## src/sv/svm_pkg.sv

```systemverilog
// ----------------------------------------------------------------------------
// svm_pkg
// Shared types and constants for the square-wave voice mixer.
// ----------------------------------------------------------------------------
package svm_pkg;

  // Default sizes for the top-level parameters
  localparam int MAX_VOICES_DEF = 16;
  localparam int MAX_BURST_DEF  = 64;

  // Slot field is 4 bits wide, so no more than this many slots are reachable
  localparam int SLOT_FIELD_LIMIT = 16;

  // Field widths
  localparam int FIELD_W  = 15;
  localparam int SAMPLE_W = 16;
  localparam int COUNT_W  = 7;
  localparam int SLOTF_W  = 4;
  localparam int KIND_W   = 2;

  // Accumulator holds a signed sum of up to 16 unsigned 15-bit levels, each added or subtracted
  localparam int ACC_W = 20;

  localparam logic signed [ACC_W-1:0] SAMPLE_MAX = ACC_W'(32767);
  localparam logic signed [ACC_W-1:0] SAMPLE_MIN = -ACC_W'(32768);

  // Item kinds carried on the input tuser
  typedef enum logic [KIND_W-1:0] {
    KIND_TICK   = 2'd0,
    KIND_ADD    = 2'd1,
    KIND_REMOVE = 2'd2
  } kind_t;

  // One voice table entry
  typedef struct packed {
    logic [FIELD_W-1:0] period;
    logic [FIELD_W-1:0] level;
    logic [FIELD_W-1:0] counter;
  } voice_t;

endpackage

```

## src/sv/svm_voice_ram.sv

```systemverilog
// ----------------------------------------------------------------------------
// svm_voice_ram
// Voice table storage: one write port, one registered read port.
// ----------------------------------------------------------------------------
module svm_voice_ram
  import svm_pkg::*;
#(
  parameter int DEPTH  = SLOT_FIELD_LIMIT,
  parameter int ADDR_W = 4
) (
  input  logic              clk,
  input  logic              we,
  input  logic [ADDR_W-1:0] waddr,
  input  voice_t            wdata,
  input  logic [ADDR_W-1:0] raddr,
  output voice_t            rdata
);

  voice_t mem [DEPTH];

  // Write one entry, read one entry into the output register
  always_ff @(posedge clk) begin
    if (we) begin
      mem[waddr] <= wdata;
    end
    rdata <= mem[raddr];
  end

endmodule

```

## src/sv/svm_mix_unit.sv

```systemverilog
// ----------------------------------------------------------------------------
// svm_mix_unit
// Shared mixing unit: adds one voice's square-wave level to the running sum,
// advances that voice's phase counter, and saturates the sum to 16 bits.
// ----------------------------------------------------------------------------
module svm_mix_unit
  import svm_pkg::*;
(
  input  logic                       clk,
  input  logic                       clr,
  input  logic                       en,
  input  voice_t                     voice,
  output logic [FIELD_W-1:0]         counter_next,
  output logic signed [SAMPLE_W-1:0] sample
);

  logic signed [ACC_W-1:0] acc;
  logic signed [ACC_W-1:0] acc_next;
  logic signed [ACC_W-1:0] level_ext;
  logic [FIELD_W-1:0]      half;
  logic [FIELD_W:0]        ctr_inc;

  // Low half of the period contributes -level, high half +level
  always_comb begin
    half      = voice.period >> 1;
    level_ext = ACC_W'(voice.level);
    if (voice.counter < half) begin
      acc_next = acc - level_ext;
    end else begin
      acc_next = acc + level_ext;
    end
  end

  // Advance the phase and wrap at the period
  always_comb begin
    ctr_inc = {1'b0, voice.counter} + (FIELD_W+1)'(1);
    if (ctr_inc >= {1'b0, voice.period}) begin
      counter_next = '0;
    end else begin
      counter_next = ctr_inc[FIELD_W-1:0];
    end
  end

  // Hold the running sum
  always_ff @(posedge clk) begin
    if (clr) begin
      acc <= '0;
    end else if (en) begin
      acc <= acc_next;
    end
  end

  // Clamp to the signed 16-bit range
  always_comb begin
    if (acc > SAMPLE_MAX) begin
      sample = SAMPLE_W'(SAMPLE_MAX);
    end else if (acc < SAMPLE_MIN) begin
      sample = SAMPLE_W'(SAMPLE_MIN);
    end else begin
      sample = acc[SAMPLE_W-1:0];
    end
  end

endmodule

```

## src/sv/square_voice_mixer.sv

```systemverilog
// ----------------------------------------------------------------------------
// square_voice_mixer
// Polyphonic square-wave mixer: a voice table with add and remove items, and
// tick items that produce bursts of saturated 16-bit mixed samples.
// ----------------------------------------------------------------------------
//
//  Channel  Dir  tdata                                   tuser / tlast
//  -------  ---  --------------------------------------  ----------------
//  s_*      in   count, wavelength, volume, phase, slot  tuser = kind
//  m_*      out  sample, given_slot, accepted            tlast = last
//
//  For each sample of a tick the one mix unit visits every usable slot (min
//  of MAX_VOICES and 16) through the voice table's single read port, then
//  the sequencer goes through a drain and an emit step. Add and remove pass
//  their own step and a response step; unknown kinds go straight to the
//  response step. Reset clears the active bits and the control state; table
//  entries are written by add before they are used. s_tready is high only while idle;
//  a held-off m_tready stalls the sequencer in its emit or response step.
//
module square_voice_mixer
  import svm_pkg::*;
#(
  parameter int MAX_VOICES = MAX_VOICES_DEF,
  parameter int MAX_BURST  = MAX_BURST_DEF
) (
  input  logic        clk,
  input  logic        rst,
  // s_tdata, low bit up: sample_count[6:0], wavelength[14:0], volume[14:0],
  //                      start_phase[14:0], slot[3:0]
  input  logic        s_tvalid,
  output logic        s_tready,
  input  logic [55:0] s_tdata,
  // s_tuser: kind[1:0]
  input  logic [1:0]  s_tuser,
  // m_tdata, low bit up: sample[15:0], given_slot[3:0], accepted, 3 zero bits
  output logic        m_tvalid,
  input  logic        m_tready,
  output logic [23:0] m_tdata,
  output logic        m_tlast
);

  localparam int SLOT_LIMIT = (MAX_VOICES < SLOT_FIELD_LIMIT) ? MAX_VOICES
                                                              : SLOT_FIELD_LIMIT;
  localparam int SLOT_W     = (SLOT_LIMIT > 1) ? $clog2(SLOT_LIMIT) : 1;
  localparam int CNT_W      = $clog2(MAX_BURST + 1);

  typedef enum logic [2:0] {
    S_IDLE,
    S_MIX,
    S_DRAIN,
    S_EMIT,
    S_ADD,
    S_REMOVE,
    S_RESP
  } state_t;

  state_t state;

  // Input fields
  logic [COUNT_W-1:0] in_count;
  logic [FIELD_W-1:0] in_wl;
  logic [FIELD_W-1:0] in_vol;
  logic [FIELD_W-1:0] in_ph;
  logic [SLOTF_W-1:0] in_slot;

  assign in_count = s_tdata[6:0];
  assign in_wl    = s_tdata[21:7];
  assign in_vol   = s_tdata[36:22];
  assign in_ph    = s_tdata[51:37];
  assign in_slot  = s_tdata[55:52];

  // Held item fields
  logic [FIELD_W-1:0] item_wl;
  logic [FIELD_W-1:0] item_vol;
  logic [FIELD_W-1:0] item_ph;
  logic [SLOTF_W-1:0] item_slot;

  // Sequencer registers
  logic [SLOT_LIMIT-1:0] active;
  logic [CNT_W-1:0]      remaining;
  logic [SLOT_W-1:0]     vidx;
  logic                  pipe_vld;
  logic [SLOT_W-1:0]     pipe_idx;
  logic                  resp_ok;
  logic [SLOTF_W-1:0]    resp_slot;

  // Output register
  logic                       out_valid;
  logic signed [SAMPLE_W-1:0] out_sample;
  logic                       out_last;
  logic [SLOTF_W-1:0]         out_slot;
  logic                       out_ok;
  logic                       out_free;
  logic                       out_load;

  logic accept;
  logic [COUNT_W-1:0] count_clip;

  // Free-slot search and remove check
  logic              free_found;
  logic [SLOT_W-1:0] free_idx;
  logic              add_valid;
  logic              slot_in_range;
  logic [SLOT_W-1:0] rem_idx;

  // Table and mix unit hookup
  logic                       ram_we;
  logic [SLOT_W-1:0]          ram_waddr;
  voice_t                     ram_wdata;
  voice_t                     ram_rdata;
  logic                       mix_clr;
  logic                       mix_en;
  logic [FIELD_W-1:0]         ctr_next;
  logic signed [SAMPLE_W-1:0] mix_sample;

  assign s_tready = (state == S_IDLE);
  assign accept   = s_tvalid && s_tready;
  assign out_free = !out_valid || m_tready;
  assign out_load = out_free && ((state == S_EMIT) || (state == S_RESP));

  assign count_clip = (in_count > COUNT_W'(MAX_BURST)) ? COUNT_W'(MAX_BURST) : in_count;

  // Find the lowest inactive slot
  always_comb begin
    free_found = 1'b0;
    free_idx   = '0;
    for (int i = SLOT_LIMIT - 1; i >= 0; i--) begin
      if (!active[i]) begin
        free_found = 1'b1;
        free_idx   = SLOT_W'(i);
      end
    end
  end

  assign add_valid     = (item_wl != '0) && (item_ph < item_wl);
  assign slot_in_range = ({1'b0, item_slot} < (SLOTF_W+1)'(SLOT_LIMIT));
  assign rem_idx       = slot_in_range ? item_slot[SLOT_W-1:0] : '0;

  // Write back the advanced counter, or store a new voice
  assign mix_en = pipe_vld && active[pipe_idx];

  always_comb begin
    if (state == S_ADD) begin
      ram_we            = add_valid && free_found;
      ram_waddr         = free_idx;
      ram_wdata.period  = item_wl;
      ram_wdata.level   = item_vol;
      ram_wdata.counter = item_ph;
    end else begin
      ram_we            = mix_en;
      ram_waddr         = pipe_idx;
      ram_wdata.period  = ram_rdata.period;
      ram_wdata.level   = ram_rdata.level;
      ram_wdata.counter = ctr_next;
    end
  end

  assign mix_clr = (accept && (kind_t'(s_tuser) == KIND_TICK))
                || ((state == S_EMIT) && out_free);

  svm_voice_ram #(
    .DEPTH  (SLOT_LIMIT),
    .ADDR_W (SLOT_W)
  ) u_ram (
    .clk   (clk),
    .we    (ram_we),
    .waddr (ram_waddr),
    .wdata (ram_wdata),
    .raddr (vidx),
    .rdata (ram_rdata)
  );

  svm_mix_unit u_mix (
    .clk          (clk),
    .clr          (mix_clr),
    .en           (mix_en),
    .voice        (ram_rdata),
    .counter_next (ctr_next),
    .sample       (mix_sample)
  );

  // Sequencer and output register
  always_ff @(posedge clk) begin
    if (rst) begin
      state     <= S_IDLE;
      active    <= '0;
      remaining <= '0;
      vidx      <= '0;
      pipe_vld  <= 1'b0;
      pipe_idx  <= '0;
      resp_ok   <= 1'b0;
      resp_slot <= '0;
      out_valid <= 1'b0;
    end else begin
      // Load a new output transaction, or drop the current one once taken
      if (out_load) begin
        out_valid <= 1'b1;
      end else if (out_valid && m_tready) begin
        out_valid <= 1'b0;
      end
      pipe_vld <= (state == S_MIX);

      case (state)
        S_IDLE: begin
          if (accept) begin
            item_wl   <= in_wl;
            item_vol  <= in_vol;
            item_ph   <= in_ph;
            item_slot <= in_slot;
            case (kind_t'(s_tuser))
              KIND_TICK: begin
                remaining <= CNT_W'(count_clip);
                vidx      <= '0;
                if (count_clip != '0) begin
                  state <= S_MIX;
                end
              end
              KIND_ADD: begin
                state <= S_ADD;
              end
              KIND_REMOVE: begin
                state <= S_REMOVE;
              end
              default: begin
                resp_ok   <= 1'b0;
                resp_slot <= '0;
                state     <= S_RESP;
              end
            endcase
          end
        end

        // Issue one table read per cycle; the mix unit works on each entry in the cycle after its read
        S_MIX: begin
          pipe_idx <= vidx;
          if (vidx == SLOT_W'(SLOT_LIMIT - 1)) begin
            state <= S_DRAIN;
          end else begin
            vidx <= vidx + SLOT_W'(1);
          end
        end

        S_DRAIN: begin
          state <= S_EMIT;
        end

        // Hand the finished sample to the output register
        S_EMIT: begin
          if (out_free) begin
            out_sample <= mix_sample;
            out_last   <= (remaining == CNT_W'(1));
            out_slot   <= '0;
            out_ok     <= 1'b1;
            vidx       <= '0;
            if (remaining == CNT_W'(1)) begin
              state <= S_IDLE;
            end else begin
              remaining <= remaining - CNT_W'(1);
              state     <= S_MIX;
            end
          end
        end

        S_ADD: begin
          if (add_valid && free_found) begin
            active[free_idx] <= 1'b1;
            resp_ok          <= 1'b1;
            resp_slot        <= SLOTF_W'(free_idx);
          end else begin
            resp_ok   <= 1'b0;
            resp_slot <= '0;
          end
          state <= S_RESP;
        end

        S_REMOVE: begin
          resp_slot <= '0;
          if (slot_in_range && active[rem_idx]) begin
            active[rem_idx] <= 1'b0;
            resp_ok         <= 1'b1;
          end else begin
            resp_ok <= 1'b0;
          end
          state <= S_RESP;
        end

        S_RESP: begin
          if (out_free) begin
            out_sample <= '0;
            out_last   <= 1'b1;
            out_slot   <= resp_slot;
            out_ok     <= resp_ok;
            state      <= S_IDLE;
          end
        end

        default: begin
          state <= S_IDLE;
        end
      endcase
    end
  end

  assign m_tvalid = out_valid;
  assign m_tlast  = out_last;
  assign m_tdata  = {3'b000, out_ok, out_slot, out_sample};

endmodule
```

## config.mk

```make
export PLATFORM = sky130hd
export DESIGN_NAME = square_voice_mixer
export DESIGN_NICKNAME = d
export VERILOG_FILES = /design/src/sv/svm_pkg.sv /design/src/sv/svm_voice_ram.sv /design/src/sv/svm_mix_unit.sv /design/src/sv/square_voice_mixer.sv
export SDC_FILE = /design/constraint.sdc
export NUM_CORES = 1
export LEC_CHECK = 0
export ABC_CLOCK_PERIOD_IN_PS = 3800
export BUFFER_PORTS_ARGS = -buffer_cell sky130_fd_sc_hd__buf_2
export CAP_MARGIN = 20
export CORE_MARGIN = 4
export CORE_UTILIZATION = 56
export DETAILED_ROUTE_END_ITERATION = 10
export PLACE_DENSITY_LB_ADDON = 0.15
export SYNTH_ARGS = -nofsm -noshare
export SYNTH_HDL_FRONTEND = slang
export SYNTH_SLANG_ARGS = --single-unit
```

## constraint.sdc

```tcl
create_clock -name clk -period 3.8 [get_ports clk]
set_input_delay 0.57 -clock clk [delete_from_list [all_inputs] [get_ports clk]]
set_output_delay 0.57 -clock clk [all_outputs]
set_load 0.05 [all_outputs]
```

After elaboration in Yosys (flattened, before gate mapping)

Memory sizes are Yosys's and may differ from the RTL's. A register that Yosys moved wholly into a read port is not among the register bits.
Cells that the tools add are included.

Bits in registers: 132
Memory bits (writable): 720
Input port bits: 62
Output and inout port bits: 27
Logic and storage cells: 185
Memories kept: 1

$add $sub $neg: 5
Order comparisons: 11
Equality and inequality tests: 21
Mux-type cells: 92
Bitwise gates (word level): 4
Reductions and logical operators: 33

Memories:

| name      | words | width | read ports | clocked after memory_dff | wr ports | line                | RTL |
|---|---|---|---|---|---|---|---|
| u_ram.mem | 16    | 45    | 1          | 1                        | 1        | svm_voice_ram.sv:19 | `voice_t mem [DEPTH];` |

Operator list:

| operator              | count |
|---|---|
| $mux 4                | 25 |
| $mux 16               | 6 |
| $pmux 16 s2           | 2 |
| $mux 45               | 1 |
| $mux 7                | 5 |
| $mux 1                | 33 |
| $pmux 4 s3            | 2 |
| $add 20x16->20        | 1 |
| $gt 20x16->1 const B  | 1 |
| $lt 20x16->1 const B  | 1 |
| $mux 20               | 1 |
| $sub 20x16->20        | 1 |
| $pmux 3 s6            | 1 |
| $add 15x1->16 const B | 1 |
| $and 16x16->16        | 1 |
| $ge 16x15->1          | 1 |
| $not 16->16           | 1 |
| $or 16x16->16         | 1 |
| $lt 15x14->1          | 1 |
| $lt 15x15->1          | 1 |
| $lt 4x5->1 const B    | 3 |
| $mux 15               | 1 |
| $mux 3                | 5 |
| $reduce_and 5->1      | 3 |
| other kinds (35)      | 67 |

Depth between registers and ports, before layout

Gate-level depths: netlist (run 1).

Depth after elaboration: 23
Mapped depth: 21
Gate-level depth less buffers: 19

Hierarchy

From an unflattened synthesis (run 1), not the netlist that was laid out.

Cell total of the unflattened synthesis: 2166
Area, all modules: 37040.5 um2

By module, submodules not included:

| module             | times used | cells each | area an instance (um2) | sequential area each (um2) |
|---|---|---|---|---|
| svm_voice_ram      | 1          | 1166       | 28220.8                | 22521.6 |
| square_voice_mixer | 1          | 609        | 5784.3                 | 2952.8 |
| svm_mix_unit       | 1          | 391        | 3035.4                 | 400.4 |

Worst setup path after synthesis (run 1)

OpenSTA, ideal clock, no wires.

Kind: reg-to-reg
Start point: reg item_wl[2]
End point: mem u_ram.mem[6][0] in the netlist's numbering, enable pin
Setup time: 448 ps
Arrival: 3789 ps
Required time: 3352 ps
Setup slack: -437 ps
Cell stages (with the launch flop): 12
Buffers on the path: 1
Clock period less this slack: 4237 ps
Cells stage by stage: edfxtp_1 -> inv_1 -> ha_1 -> a21oi_1 -> o21ai_0 -> a211oi_1 -> o21ai_0 -> a211oi_2 -> buf_4 -> a22o_1 -> nand2_1 -> nor2_1

Cells in the longest elaborated chain, start to end: 6
Elaborated cells between the ends (all ways): 7
Those cells by class: 1 x order compare; 3 x mux; 3 x reduce/logical

RTL lines:

| item                                               | line                      | RTL |
|---|---|---|
| start, declared                                    | square_voice_mixer.sv:73  | `logic [FIELD_W-1:0] item_wl;` |
| start signal, assigned                             | square_voice_mixer.sv:206 | `item_wl <= in_wl;` |
| $lt 15x15->1 or $reduce_bool 15->1 (tied branches) | square_voice_mixer.sv:135 | `assign add_valid = (item_wl != '0) && (item_ph < item_wl);` |
| $logic_and 1x1->1 (*)                              | square_voice_mixer.sv:135 |  |
| $logic_and 1x1->1 (*)                              | square_voice_mixer.sv:144 | `ram_we = add_valid && free_found;` |
| $mux 1 (*)                                         | square_voice_mixer.sv:143 | `if (state == S_ADD) begin` |
| $mux 1 (*)                                         | svm_voice_ram.sv:23       | `if (we) begin` |
| $mux 1 (not written as such) (*)                   | svm_voice_ram.sv:24       | `mem[waddr] <= wdata;` |
| end, declared                                      | svm_voice_ram.sv:19       |  |

Mark *: on every way between the ends. The rest lies on a longest branch, timed or not.

Worst setup path in the final report (run 1)

Start point: reg, netlist name u_ram.rdata[4]
End point: reg u_mix.acc[17]

Cells in the longest elaborated chain, start to end: 2

RTL lines:

| item                 | line               | RTL |
|---|---|---|
| $lt 15x14->1         | svm_mix_unit.sv:27 | `if (voice.counter < half) begin` |
| $mux 20              | svm_mix_unit.sv:27 |  |
| end signal, assigned | svm_mix_unit.sv:49 | `acc <= acc_next;` |
| end, declared        | svm_mix_unit.sv:17 | `logic signed [ACC_W-1:0] acc;` |

No other way between the ends.
A chain may end at the register's enable or synchronous reset.

==> results of run 1 <==
-- power groups by stage --
stage	Combinational, mW	Clock, mW	Sequential, mW
floorplan	5.48	0	13.8
CTS	9.16	8.90	13.7
global route	10.6	9.36	13.8
detailed placement	8.83	0	13.9
global placement	8.50	0	13.9
finish	9.69	8.75	13.7
-- sequential cells by signal, indices dropped and copies added, names as in the netlist, 7 cells and up --
register and cells:
item_wl 15, out_sample 16, item_vol 15, u_ram.mem 720
u_ram.rdata 45, remaining 7, active 16, item_ph 15
u_mix.acc 20
-- stage by stage --
stage	area (sq um)	total power [mW]	setup WS, ns	hold slack (ns)
3_5_place_dp	39300	22.7	-0.684	0.456
3_3_place_gp	39300	22.4	-0.567	0.442
6_report	42800	32.2	-0.125	0.0990
4_1_cts	42500	31.8	-0.0812	0.0634
2_1_floorplan	36500	19.3	-0.437	0.431
5_1_grt	42800	33.7	-0.332	0.0709
-- cell usage after synthesis (3+ instances only) --
cell | number | area share
a31oi_1 | 5 | 0.00086
nand2_1 | 137 | 0.014
nand4_1 | 13 | 0.0022
a22o_1 | 16 | 0.0038
and3b_1 | 3 | 0.00072
nand3_1 | 21 | 0.0029
and2_1 | 8 | 0.0014
nor3b_1 | 6 | 0.0012
buf_4 | 6 | 0.0012
a311oi_1 | 4 | 0.00096
edfxtp_1 | 791 | 0.65
nand3b_1 | 4 | 0.00082
a31o_2 | 3 | 0.00072
clkbuf_1 | 68 | 0.0070
nor3_1 | 23 | 0.0032
mux4_2 | 234 | 0.14
inv_1 | 47 | 0.0048
o211ai_1 | 5 | 0.0010
o21a_1 | 21 | 0.0043
buf_1 | 17 | 0.0017
a211oi_1 | 10 | 0.0021
xnor2_1 | 27 | 0.0065
a21o_1 | 13 | 0.0027
o21ai_0 | 60 | 0.0082
mux2i_1 | 11 | 0.0030
a21oi_1 | 71 | 0.0097
xor2_1 | 12 | 0.0029
o31ai_1 | 6 | 0.0012
or4_1 | 3 | 0.00062
a21boi_0 | 7 | 0.0014
dfxtp_1 | 106 | 0.058
ha_1 | 66 | 0.023
buf_2 | 6 | 0.00082
nand2b_1 | 16 | 0.0027
and3_1 | 3 | 0.00051
nor4_1 | 10 | 0.0017
or3_1 | 10 | 0.0017
nor2b_1 | 14 | 0.0024
o41ai_1 | 3 | 0.00072
a22oi_1 | 5 | 0.0010
or2_2 | 3 | 0.00051
nor2_1 | 90 | 0.0093
-- final timing paths --
path | from | end | cells past startpoint
worst max-delay path | u_ram.rdata[4] | u_mix.acc[17] | 19
worst min-delay path | s_tdata[32] | item_vol[10] | 1
worst max register to register | u_ram.rdata[4] | u_mix.acc[17] | 19
worst min register to register | remaining[5] | remaining[5] | 2
-- kinds of logic after synthesis --
| group | after synthesis |
|---|---|
| flops | 897 |
| simple gates | 376 |
| compound gates | 258 |
| mux | 246 |
| buf+inv | 145 |
| fa+ha+maj | 67 |
| xor+xnor | 39 |
| other cells | 1 |
-- cell type report --
| class | count | share of cell area |
|---|---|---|
| inverter | 48 | 0.00421 |
| timing repair buffer | 264 | 0.0502 |
| clock buffer | 118 | 0.0575 |
| tap | 855 | 0.0250 |
| clock inverter | 50 | 0.0118 |
| multi-input combinational | 990 | 0.246 |
| sequential | 897 | 0.606 |
-- per-layer routing --
| metal | routed length [um] | global-route usage | up-vias |
|---|---|---|---|
| met5 | 0 | 0 | - |
| met4 | 1630 | 0.0587 | 0 |
| met3 | 5610 | 0.0364 | 136 |
| met2 | 42600 | 0.406 | 760 |
| met1 | 35300 | 0.352 | 10400 |
| li1 | - | - | 8678 |
-- what timing repair did --
action / 4_1_cts / 5_1_grt
pin swaps: 13 / 39
gates resized for setup: 35 / 54
cloned: 1 / 0
setup endpoints to repair: 15 / 239
setup buffers: 6 / 9
-- worst register-to-register path: stages, from the launching register on --
cell and delay, ns:
dfxtp_2 0.34, ha_4 0.24, a21o_1 0.17, a211o_1 0.32, a41oi_4 0.27, o21ai_2 0.12
a21oi_2 0.17, buf_4 0.16, or2_4 0.17, nand2_2 0.06, xnor2_1 0.13, ha_1 0.31
buf_4 0.15, a21oi_2 0.13, o21ai_2 0.09, a211oi_2 0.27, nor2_2 0.09, o41ai_2 0.36
xor2_1 0.20, o31ai_1 0.08
-- cells in the final DEF, fill, tap and decap left out, types with 10 or more instances in the layout --
master,instances
clkbuf_1,19
buf_2,85
buf_4,146
nor2_1,70
xnor2_1,26
edfxtp_1,791
or3_1,10
a21o_1,13
clkbuf_16,91
nand4_1,13
inv_1,45
o21a_1,21
nor4_1,10
dfxtp_1,99
nor3_1,21
buf_12,29
nand3_1,21
nor2b_1,12
o21ai_0,44
ha_1,61
nand2_1,133
clkinv_1,15
nor2_4,18
a21oi_1,61
a22o_1,11
mux4_2,234
mux2i_1,11
clkinv_2,15
nand2b_1,16
xor2_1,11
==> results.tsv, run 1 <==
stage	metric	value	unit
worst_setup_path	Buf/Inv on CP	2	
yosys	share of synthesized flip-flops with an asynchronous set or reset	0	
worst_setup_path	Reg2Reg Setup Slack	-0.13	ns
worst_setup_path	CP cell instances	ha_4, a21o_1, a211o_1, a41oi_4, o21ai_2, a21oi_2, buf_4, or2_4, nand2_2, xnor2_1, ha_1, buf_4, a21oi_2, o21ai_2, a211oi_2, nor2_2, o41ai_2, xor2_1, o31ai_1	
floorplan	# rows	93	
hold_path	hold crit path type	in -> reg	
yosys	xor and xnor fraction of the mapped netlist area	0.00936	
clocking	total CTS buffers	91	
pwr	logic gate share of total power	0.301	
yosys	post-synthesis compound-gate area fraction	0.0461	
floorplan	Initial Util	0.566	
pwr	switching power total	9.66	mW
worst_setup_path	Setup CP Type	reg -> reg	
floorplan	Core Box Area	64500	sq um
clocking	CTS Hold Bufs	0	
timing	slew of the pin with the lowest slew margin	1.03	ns
grt	Remaining Overflow, GRT	0	
timing	FMAX	255	MHz
floorplan	Vert. Die Dim	263	um
status	outcome	complete, but fails checks	
placed_design	Detailed Place HPWL	49900	um
route	1st-pass router iterations	5	
pwr	leakage power	14.2	nW
route	First DRT Iteration DRCs	2291	
grt	vias in the first global route	20100	
yosys	ys flop type	edfxtp_1	
worst_setup_path	Worst setup SP type	flop	
yosys	largest family of logic cells by synthesized area	multiplexers	
timing	RSZ-0062 raised after global routing	yes	
placed_design	DP Cell Count	3036	
worst_setup_path	CP endpoint kind	flop	
yosys	Post-Synth Simple-Gate Area	0.0488	
timing	Setup Skew	0.0145	ns
worst_setup_path	WP data required	4.31	ns
timing	Tcrit/Tclk final	1.03	
final_layout	Layout Utilization	0.663	
pwr	Int Pwr	22.5	mW
timing	setup ws final	-0.125	ns
final_layout	Finished Layout Cells	3222	
job	# Max-Cap Violations	0	
route	DRC viols	0	
yosys	Post-synth EDFFs	791	
timing	final hold violation count	0	
yosys	Yosys warnings	0	
placed_design	PortBufs	85	
worst_setup_path	slowest CP cell	o41ai_2	
pwr	Power Dens Cells	752	nW/um^2
grt	antenna violations before repair	0	
yosys	post-synthesis adder-cell area fraction	0.0232	
route	Vias/cell	6.21	
grt	pin count of the biggest net entering global routing	80	
floorplan	die width	263	um
clocking	CTS Buffer Depth	3	
pwr	Seq pwr share	0.427	
pwr	switching share of power	0.300	
final_layout	area occupied by multi-input gates	10500	sq um
timing	Slew Viols, Final	0	
clocking	CTS tree	done	
placed_design	GP Congestion	0.880	
worst_setup_path	CP max stage delay	0.36	ns
final_layout	Layout area overhead	17.2	%
worst_setup_path	WP data arrival	4.44	ns
route	DR WL/cell	26.4	um
final_layout	Register Area	25900	sq um
route	post-route ant nets	0	
timing	# setup viols final	10	
yosys	Synth Instances	2029	
yosys	mux share of post-synthesis cell area	0.148	
yosys	Seq/Total Area, Yosys	0.709	
grt	Total GRT Usage	0.245	
yosys	Netlist cell types	78	
final_layout	# fillers	4248	
route	total wire length	85200	um
grt	global-route wire length before repair	128000	um
worst_setup_path	cell family with the largest share of critical-path delay	compound AO/OA/AOI/OAI gates	
clocking	Worst-Skew Late Latency	0.64	ns
yosys	Mapped Area	36500	sq um
clocking	CTS Root Cell	clkbuf_16	
floorplan	# IOs	89	
clocking	clk slew on worst S/H paths	0.06	ns
yosys	Yosys reg bits	897	
timing	Tmin final	3.93	ns
timing	Slew HR	0.316	
pwr	clock power share	0.272	
pwr	Max VDD drop	0.453	mV
final_layout	Final Net Count	2421	
timing	setup TNS	-0.601	ns
floorplan	die area	69300	sq um
clocking	clk sink count	897	
clocking	CTS H-tree depth	3	
status	failing checks	setup timing	
final_layout	number of antenna diodes	0	
worst_setup_path	Critical Path Fanout Max	7	
final_layout	share of layout cells above drive strength 1	0.308	
yosys	Syn Area/Cell	18.0	sq um
route	DR vias	20000	
Power figures use the tool's default switching activity.
==> run 2, diff against run 1 <==
--- a/config.mk
+++ b/config.mk
@@ -11,7 +11,8 @@
 export CORE_MARGIN = 4
 export CORE_UTILIZATION = 56
 export DETAILED_ROUTE_END_ITERATION = 10
-export PLACE_DENSITY_LB_ADDON = 0.15
+export GPL_TIMING_DRIVEN = 0
+export PLACE_DENSITY = 0.75
 export SYNTH_ARGS = -nofsm -noshare
 export SYNTH_HDL_FRONTEND = slang
 export SYNTH_SLANG_ARGS = --single-unit
==> run 2 against run 1 <==
The flow still finishes with violations (setup timing). Via count rose by 5.7%. Count of clock-buffer cells in the layout up 9. Die area is the same. Register-to-register slack got worse by 0.05 ns. Sequential power hardly changed. Highest routed layer unchanged.
==> results.tsv, run 2 (same netlist as run 1, synthesis figures left out) <==
stage	metric	value	unit
status	outcome	complete, but fails checks	
status	failing checks	setup timing	
floorplan	die width	263	um
final_layout	leading cell type in the layout, fill and taps excluded	edfxtp_1	
hold_path	hold crit path type	in -> reg	
final_layout	number of antenna diodes	0	
floorplan	Core Box Area	64500	sq um
route	First DRT Iteration DRCs	2851	
route	1st-pass router iterations	6	
grt	vias in the first global route	21000	
final_layout	Final Net Count	2451	
timing	# setup viols final	12	
grt	Total GRT Usage	0.267	
worst_setup_path	Setup CP Type	reg -> reg	
pwr	Power, Total	32.1	mW
route	DR vias	21100	
worst_setup_path	WP data arrival	4.53	ns
final_layout	Layout area overhead	18.0	%
grt	Remaining Overflow, GRT	0	
route	total wire length	94000	um
clocking	clk slew on worst S/H paths	0.06	ns
floorplan	die area	69300	sq um
placed_design	GP Congestion	0.895	
timing	slew of the pin with the lowest slew margin	1.08	ns
final_layout	share of layout cells above drive strength 1	0.292	
route	DRC viols	0	
route	post-route ant nets	0	
timing	setup ws final	-0.176	ns
placed_design	PortBufs	85	
pwr	leakage power	14.2	nW
timing	Tcrit/Tclk final	1.05	
route	DR WL/cell	28.9	um
worst_setup_path	WP data required	4.36	ns
worst_setup_path	Reg2Reg Setup Slack	-0.18	ns
floorplan	Initial Util	0.566	
grt	antenna violations before repair	0	
clocking	CTS H-tree depth	3	
timing	FMAX	252	MHz
floorplan	# IOs	89	
route	Vias/cell	6.50	
timing	Slew Viols, Final	0	
grt	global-route wire length before repair	137000	um
clocking	clk sink count	897	
final_layout	# fillers	4120	
clocking	CTS Root Cell	clkbuf_16	
final_layout	Largest regs	u_ram.mem (720), u_ram.rdata (45), u_mix.acc (20)	
placed_design	DP Worst Slack	-1.42	ns
grt	pin count of the biggest net entering global routing	50	
clocking	CTS Buffer Depth	3	
route	Routed met2 length	45900	um
worst_setup_path	Critical Path Fanout Max	6	
timing	RSZ-0062 raised after global routing	yes	
route	uppermost layer routed	met4	
timing	Slew HR	0.272	
final_layout	area occupied by multi-input gates	10600	sq um
timing	Setup Skew	0.0157	ns
timing	Tmin final	3.98	ns
final_layout	max reg flops	720	
final_layout	Register Area	25900	sq um
job	# Max-Cap Violations	0	
clocking	CTS tree	done	
final_layout	most frequent cells in the layout	edfxtp_1 (791), mux4_2 (234), nand2_1 (129)	
clocking	Worst-Skew Late Latency	0.63	ns
pwr	Max VDD drop	0.437	mV
timing	final hold violation count	0	
placed_design	Detailed Place HPWL	59300	um
clocking	total CTS buffers	91	
pwr	Power Dens Cells	745	nW/um^2
route	met3 routed WL	9640	um
final_layout	most flop-heavy register	u_ram.mem	
worst_setup_path	CP endpoint kind	flop	
floorplan	# rows	93	
worst_setup_path	Worst setup SP type	flop	
floorplan	Vert. Die Dim	263	um
route	Routed met1 length	35300	um
-- run 2: changes by cell type in the layout (fill, tap and decap cells not counted), sizes merged --
| cell | before | now |
|---|---|---|
| inv | 52 | 48 |
| clkbuf | 118 | 193 |
| bufinv | 7 | 5 |
| clkinv | 34 | 30 |
| or2 | 6 | 5 |
| buf | 264 | 229 |
-- run 2: report_power, final --
group | switching, mW | total, mW | leakage, nW | internal [mW]
Combinational | 5.74 | 9.49 | 4.74 | 3.75
Sequential | 0.555 | 13.8 | 8.03 | 13.3
Clock | 3.65 | 8.79 | 1.44 | 5.15
Total | 9.94 | 32.1 | 14.2 | 22.1
-- run 2: through the flow --
step	util	setup TNS [ns]	instances	instance area, sq um	hold WS [ns]
after global placement	0.590	-2530.98	2971	38000	0.445
after detailed placement	0.605	-228.89	3024	39000	0.443
after floorplan	-	-251.11	2031	36500	0.431
final	0.668	-1.13	3251	43100	0.114
after CTS	0.659	-0.668	3223	42500	0.0826
after global routing	0.668	-3.49	3251	43100	0.0982
-- run 2: path summary, 6_finish.rpt --
| path | endpoint | startpoint | depth (start not counted) |
|---|---|---|---|
| setup / recovery | u_mix.acc[19] | u_ram.rdata[35] | 20 |
| setup reg to reg | u_mix.acc[19] | u_ram.rdata[35] | 20 |
| hold reg to reg | resp_ok | resp_ok | 2 |
| hold / removal | item_vol[3] | s_tdata[25] | 1 |
-- run 2: area by class of cell --
cell class | instances | area share
Clock inverter | 40 | 0.00770
Tap cell | 855 | 0.0248
Timing Repair Buffer | 199 | 0.0444
Inverter | 48 | 0.00424
Clock buffer | 127 | 0.0609
Sequential cell | 897 | 0.601
Multi-Input combinational cell | 989 | 0.247
Buffer | 96 | 0.00950
-- run 2: repair_timing --
item | 4_1_cts | 5_1_grt
pin swaps | 41 | 24
setup buffers | 33 | 12
hold buffers | 0 | 0
gates resized for setup | 80 | 55
endpoints found under the setup margin | 843 | 975
-- run 2: critical path: stages, from the launching register on --
cell and delay, ns:
dfxtp_2 0.34, inv_4 0.05, ha_4 0.21, a21o_1 0.16, a211o_1 0.30, a41oi_4 0.30, o21ai_2 0.09, a21oi_2 0.17
or2_4 0.21, buf_6 0.15, o21ai_0 0.12, xnor2_1 0.17, ha_1 0.36, nand2_2 0.12, nor2_2 0.20, o21ai_1 0.09
nor2_2 0.17, o21ai_1 0.09, xor2_1 0.15, or3_1 0.31, a21oi_1 0.13
-- run 2: per-layer routing --
| layer | vias to the layer above | GRT usage |
|---|---|---|
| met4 | 0 | 0.0861 |
| met2 | 1349 | 0.431 |
| met5 | - | 0 |
| met3 | 218 | 0.0497 |
| li1 | 8747 | - |
| met1 | 10800 | 0.375 |
